`src/design/yfc_divider.sv`:
```
// ----------------------------------------------------------------------------
// yfc_divider
// Restoring unsigned divider, one quotient bit per cycle.
// ----------------------------------------------------------------------------
module yfc_divider #(
  parameter int NW = 24,
  parameter int DW = 16
) (
  input  logic          clk,
  input  logic          rst_n,
  input  logic          start_i,
  input  logic [NW-1:0] dividend_i,
  input  logic [DW-1:0] divisor_i,
  output logic          done_o,
  output logic [NW-1:0] quotient_o
);

  localparam int CW = $clog2(NW + 1);

  logic          busy_r;
  logic          done_r;
  logic [CW-1:0] cnt_r;
  logic [DW-1:0] rem_r;
  logic [NW-1:0] quo_r;
  logic [DW-1:0] dsr_r;
  logic [DW:0]   trial;
  logic [DW:0]   diff;
  logic          fits;

  assign trial = {rem_r, quo_r[NW-1]};
  assign diff  = trial - {1'b0, dsr_r};
  assign fits  = (trial >= {1'b0, dsr_r});

  always_ff @(posedge clk) begin
    if (!rst_n) begin
      busy_r <= 1'b0;
      done_r <= 1'b0;
      cnt_r  <= '0;
    end else begin
      done_r <= 1'b0;
      if (start_i) begin
        busy_r <= 1'b1;
        cnt_r  <= CW'(NW);
      end else if (busy_r) begin
        cnt_r <= cnt_r - CW'(1);
        if (cnt_r == CW'(1)) begin
          busy_r <= 1'b0;
          done_r <= 1'b1;
        end
      end
    end
  end

  always_ff @(posedge clk) begin
    if (start_i) begin
      rem_r <= '0;
      quo_r <= dividend_i;
      dsr_r <= divisor_i;
    end else if (busy_r) begin
      rem_r <= fits ? diff[DW-1:0] : trial[DW-1:0];
      quo_r <= {quo_r[NW-2:0], fits};
    end
  end

  assign done_o     = done_r;
  assign quotient_o = quo_r;

endmodule

```
`config.mk`:
```
export PLATFORM = sky130hd
export DESIGN_NAME = yfc_divider
export DESIGN_NICKNAME = d
export VERILOG_FILES = /design/src/design/yfc_divider.sv
export SDC_FILE = /design/constraint.sdc
export NUM_CORES = 1
export LEC_CHECK = 0
export BUFFER_PORTS_ARGS = -buffer_cell sky130_fd_sc_hd__buf_2
export CORE_MARGIN = 5
export CORE_UTILIZATION = 43
export DETAILED_ROUTE_END_ITERATION = 7
export HOLD_SLACK_MARGIN = 0.1
export PLACE_DENSITY = 0.75
export SYNTH_ARGS = -nofsm -noshare
export SYNTH_HDL_FRONTEND = slang
export SYNTH_SLANG_ARGS = --single-unit
```
`constraint.sdc`:
```
create_clock -name clk -period 2.5 [get_ports clk]
set_clock_uncertainty 0.15 [all_clocks]
set_input_delay 0.125 -clock clk [delete_from_list [all_inputs] [get_ports clk]]
set_output_delay 0.125 -clock clk [all_outputs]
set_load 0.01 [all_outputs]
```
* Yosys cells after proc, flatten, opt, wreduce, memory -nomap -nowiden *
Cells that the tools add are included.

cells by class
  magnitude comparators = 1
  add/sub/neg operators = 2
  eq/ne operators = 1
  div/mod/pow operators = 0
  multipliers = 0
  reductions and logical operators = 3
  muxes and demuxes = 9
  bitwise gates (word level) = 2
  shift operators = 0

operator list
  cell                 number
  $mux 24              2
  $ge 17x16->1         1
  $mux 16              1
  $sub 16x16->16       1
  $mux 5               2
  $eq 5x1->1 const B   1
  $sub 5x1->5 const B  1
  $mux 1               4
  $reduce_or 3->1      1
  $not 1->1            2
  $reduce_bool 2->1    1
  $reduce_or 2->1      1

storage, ports and cells
  memories = 0
  memory bits (read-only) = 0
  logic and storage cells = 25
  input port bits = 43
  flip-flop bits (word level) = 63
  latch bits = 0
  memory bits (writable) = 0

* Longest topological paths before layout *
  depth in word-level cells = 4
  mapped depth = 10

* Worst setup path after synthesis *
No wires, ideal clock.

  path kind = register to register
  start point = register quo_r[23], in the netlist quotient_o[23]
  end point = register rem_r[14]
  buffers on the path = 0
  arrival = 2.284 ns
  slack = -0.019 ns
  stages on the path, launching flop included = 11
  clock period less this slack = 2.519 ns
  path through = edfxtp_1 > inv_1 > ha_1 > fa_1 > nand2b_1 > a2111oi_0 > or4_1 > a21oi_1 > xnor2_1 > mux2i_1 > a211oi_1

between the ends
  word-level cells in the longest chain between the ends = 2
  elaborated cells on any way between the ends = 3

ends and longest elaborated chain
  element                                         line    source
  start: declaration                              24      logic [NW-1:0] quo_r;
  start signal: assignment                        57      quo_r <= dividend_i;
  start signal: assignment                        61      quo_r <= {quo_r[NW-2:0], fits};
  $sub 16x16->16 or $ge 17x16->1 (tied branches)  31, 32
  $mux 16 *                                       60      rem_r <= fits ? diff[DW-1:0] : trial[DW-1:0];
  end signal: assignment                          60
  end: declaration                                23      logic [DW-1:0] rem_r;

Mark *: on every way between the ends. The rest lies on a longest branch, timed or not.
A chain may end at the register's enable or synchronous reset.

* Worst setup path after layout *
  start point = register dsr_r[1]
  end point = register rem_r[0]

between the ends
  word-level cells in the longest chain between the ends = 2

ends and longest elaborated chain
  element                   line  source
  start: declaration        25    logic [DW-1:0] dsr_r;
  start signal: assignment  58    dsr_r <= divisor_i;
  $ge 17x16->1              32    assign fits = (trial >= {1'b0, dsr_r});
  $mux 16                   60

No other way between the ends.

==> results.py <==
metrics = {
    "status": {
        "outcome": "finished with violations",
        "violations_in_the_final_reports": "negative setup slack",
    },
    "floorplanning": {
        "placement_rows": 32,
        "die_w_um": 98.05,
        "floorplan.die.height_um": 98.05,
        "floorplan.initialDensity_pct": 43.59,
        "io_pins": 68,
        "coreArea_um2": 7647,
        "die_area_um2": 9613,
    },
    "cells_and_area": {
        "final.fill_count": 609,
        "area_growth_syn_to_layout_pct": 42.19,
        "mostFrequentLayoutCell": "sky130_fd_sc_hd__buf_2",
        "post_layout_nonfiller_instances": 549,
        "multi_input_comb_area_um2": 1694,
        "finalInstanceArea_um2": 4740,
        "nNetsFinal": 504,
        "area.sequential_um2": 1662,
        "antenna-diode-count": 0,
        "layout.cells.most_common_list": "67 x sky130_fd_sc_hd__buf_2, 42 x sky130_fd_sc_hd__dlygate4sd3_1, 40 x sky130_fd_sc_hd__edfxtp_1",
        "drive_above_1_share_pct": 35.79,
    },
    "clock_tree": {
        "cts_tree": "done",
        "max_root_sink_buffers": 2,
        "clk_root_buffer_cell": "sky130_fd_sc_hd__clkbuf_8",
        "path_clk_slew_ns": 0.07,
        "clk_latency_ns": 0.34,
        "cts_inserted_buffers": 9,
        "tritoncts_num_sinks": 63,
        "htreeDepth": 3,
    },
    "yosys": {
        "share_of_the_yosys_chip_area_belonging_to_registers_pct": 49.85,
        "syn-cell-area_um2": 3333,
        "synthFlopType": "sky130_fd_sc_hd__edfxtp_1",
        "mapped_nets": 367,
        "synth_cells": 305,
        "yosys_warnings": 0,
        "synthDistinctLibCells": 50,
        "share_of_flip_flops_with_an_asynchronous_set_or_reset_after_synthesis_pct": 0,
        "post_synthesis_average_cell_area_um2": 10.93,
        "synth-edff-count": 40,
        "synth_seq_cells": 63,
    },
    "placed_design": {
        "numPlacedInstances": 487,
        "numPortBuffers": 67,
        "routabilityCongestion": 0.9177,
        "area_post_placement_um2": 3938,
        "dp_hpwl_um": 5506,
    },
    "timing": {
        "min_period_ns": 2.525,
        "finalMaxSlewViolations": 0,
        "fin_hold_ws_ns": 0.3252,
        "setup-tns-final_ns": -0.02549,
        "maximum_frequency_from_static_timing_analysis_mhz": 396.0,
        "slew_headroom_pct": 71.93,
        "final_hold_viol_count": 0,
        "period_share_pct": 101.0,
        "finalWorstSetupSlack_ns": -0.02549,
        "worstMarginPinSlew_ns": 0.4211,
        "setup-violations-final": 1,
        "grt_setup_unrepaired": "yes",
    },
    "global_route": {
        "grt_util_met2_pct": 31.78,
        "via_count_of_the_first_global_routing_pass": 2987,
        "globalRouteOverflowTotal": 0,
        "gr-usage-met1_pct": 21.50,
        "grt_start_max_net_pins": 30,
        "globalRouteTotalUtil_pct": 18.25,
        "antenna_found_initial": 0,
        "grt-busiest-layer": "met2",
        "grt_util_met3_pct": 4.857,
        "grt_pass1_wl_um": 14160,
    },
    "worst_setup_path": {
        "cp.arrival_ns": 2.63,
        "criticalPathCategory": "reg -> reg",
        "critPathMaxFanout": 5,
        "worstPathRequired_ns": 2.61,
        "crit_start": "dsr_r[1]$_DFFE_PP_",
        "endpoint_kind": "register",
        "r2r-start": "dsr_r[1]$_DFFE_PP_",
        "crit_path_start_kind": "register",
    },
    "drt": {
        "drt_wl_total_um": 8339,
        "drt_iter0_drc": 107,
        "viasPerCell": 5.049,
        "ant_nets": 0,
        "route.detailed.drc": 0,
        "vias": 2772,
        "dr.pass1.iters": 4,
        "wl_per_cell_um": 15.19,
    },
    "job": {
        "count_of_max_cap_constraint_violations": 0,
    },
    "worst_hold_path": {
        "worst_hold_path_type": "reg -> reg",
        "worst_hold_startpoint": "rem_r[4]$_SDFFE_PP0P_",
    },
    "pwr": {
        "power_density_nw_per_um2": 573.2,
        "leakagePower_nw": 2.004,
        "total_power_mw": 2.716,
        "peakVddDrop_mv": 0.3761,
    },
}
-- worst max-delay path, cell delays in order, from the launching register on --
cell	delay, ns
sky130_fd_sc_hd__edfxtp_1	0.38
sky130_fd_sc_hd__inv_2	0.06
sky130_fd_sc_hd__ha_4	0.25
sky130_fd_sc_hd__nor2b_4	0.14
sky130_fd_sc_hd__o2111ai_2	0.16
sky130_fd_sc_hd__a311o_1	0.35
sky130_fd_sc_hd__a21oi_2	0.22
sky130_fd_sc_hd__o22ai_4	0.14
sky130_fd_sc_hd__buf_6	0.14
sky130_fd_sc_hd__or2_4	0.21
sky130_fd_sc_hd__a311oi_1	0.24
-- area by class of cell --
class                           instances  share of cell area [%]
Clock buffer                            9                   2.614
Clock inverter                          7                   1.030
Inverter                               24                   1.901
Multi-Input combinational cell        207                   35.74
Sequential cell                        63                   35.06
Tap cell                              102                   2.693
Timing Repair Buffer                  137                   20.96
-- synthesized netlist by cell type (2+ instances only) --
cell type                   n  share of area (%)
sky130_fd_sc_hd__nand2_1   20                2.3
sky130_fd_sc_hd__a21o_1     3               0.68
sky130_fd_sc_hd__nor2_1    30                3.4
sky130_fd_sc_hd__nor2b_1    2               0.38
sky130_fd_sc_hd__nor3_1     6               0.90
sky130_fd_sc_hd__edfxtp_1  40                 36
sky130_fd_sc_hd__nor4_1     3               0.56
sky130_fd_sc_hd__nand2b_1   3               0.56
sky130_fd_sc_hd__a311o_1    2               0.60
sky130_fd_sc_hd__buf_1      3               0.34
sky130_fd_sc_hd__xor2_1     5                1.3
sky130_fd_sc_hd__mux2_2    24                8.1
sky130_fd_sc_hd__a211oi_1   7                1.6
sky130_fd_sc_hd__o21ai_0   14                2.1
sky130_fd_sc_hd__o211ai_1   2               0.45
sky130_fd_sc_hd__o21a_1     4               0.90
sky130_fd_sc_hd__o31ai_1    5                1.1
sky130_fd_sc_hd__a21oi_1   13                2.0
sky130_fd_sc_hd__xnor2_1    9                2.4
sky130_fd_sc_hd__a22oi_1    3               0.68
sky130_fd_sc_hd__mux2i_1    9                2.7
sky130_fd_sc_hd__nand3_1    3               0.45
sky130_fd_sc_hd__inv_1     24                2.7
sky130_fd_sc_hd__ha_1      18                6.8
sky130_fd_sc_hd__clkbuf_1   6               0.68
sky130_fd_sc_hd__dfxtp_1   23                 14
-- through the flow --
step           setup WS, ns  utilization (%)
2_1_floorplan       0.03065                -
3_3_place_gp       -0.06053            51.49
3_5_place_dp        -0.1392            51.49
4_1_cts             0.01313            61.42
5_1_grt             -0.1289            61.98
6_report           -0.02549            61.98
-- report_power, final --
| group | switching (mW) | internal [mW] | total [mW] | leakage [nW] |
|---|---|---|---|---|
| sequential | 0.0514 | 1.21 | 1.26 | 0.587 |
| clock | 0.410 | 0.358 | 0.769 | 0.0793 |
| combinational | 0.336 | 0.354 | 0.689 | 1.34 |
| total | 0.798 | 1.92 | 2.72 | 2.00 |
-- metal layers --
| metal | vias to the layer above | share of wire, % |
|---|---|---|
| met5 | - | 0 |
| met4 | 0 | 1.6 |
| met3 | 13 | 5.0 |
| met2 | 75 | 51 |
| met1 | 1298 | 42 |
| li1 | 1386 | - |
-- final timing paths --
| path | cells past startpoint | endpoint | slack, ns |
|---|---|---|---|
| setup / recovery | 10 | rem_r[0]$_SDFFE_PP0P_ | -0.03 |
| hold / removal | 2 | rem_r[4]$_SDFFE_PP0P_ | 0.33 |
| setup reg to reg | 10 | rem_r[0]$_SDFFE_PP0P_ | -0.03 |
| hold reg to reg | 2 | rem_r[4]$_SDFFE_PP0P_ | 0.33 |
-- state kept, by name, indices dropped and copies added, names as in the netlist --
name	count
done_o	1
cnt_r	5
dsr_r	16
rem_r	16
quotient_o	24
busy_r	1
-- what timing repair did --
action                                  CTS  global route
endpoints found under the setup margin   11            15
pin swaps                                 9            11
hold endpoints to repair                 51             0
resized for setup                        24            12
buffers inserted                          2             2
hold buffers                             42             0
-- cell families (layout without fill, tap and decap cells) --
| kind of cell | count (synthesis) | count (layout) | share of synthesized area (%) |
|---|---|---|---|
| compound gates | 64 | 64 | 13.21 |
| fa+ha+maj | 19 | 19 | 7.358 |
| xor+xnor | 14 | 14 | 3.679 |
| flops | 63 | 63 | 49.85 |
| buf+inv | 35 | 177 | 4.279 |
| mux | 33 | 33 | 10.81 |
| simple gates | 77 | 77 | 10.81 |
Note: power is estimated with default switching activity, not from simulation.
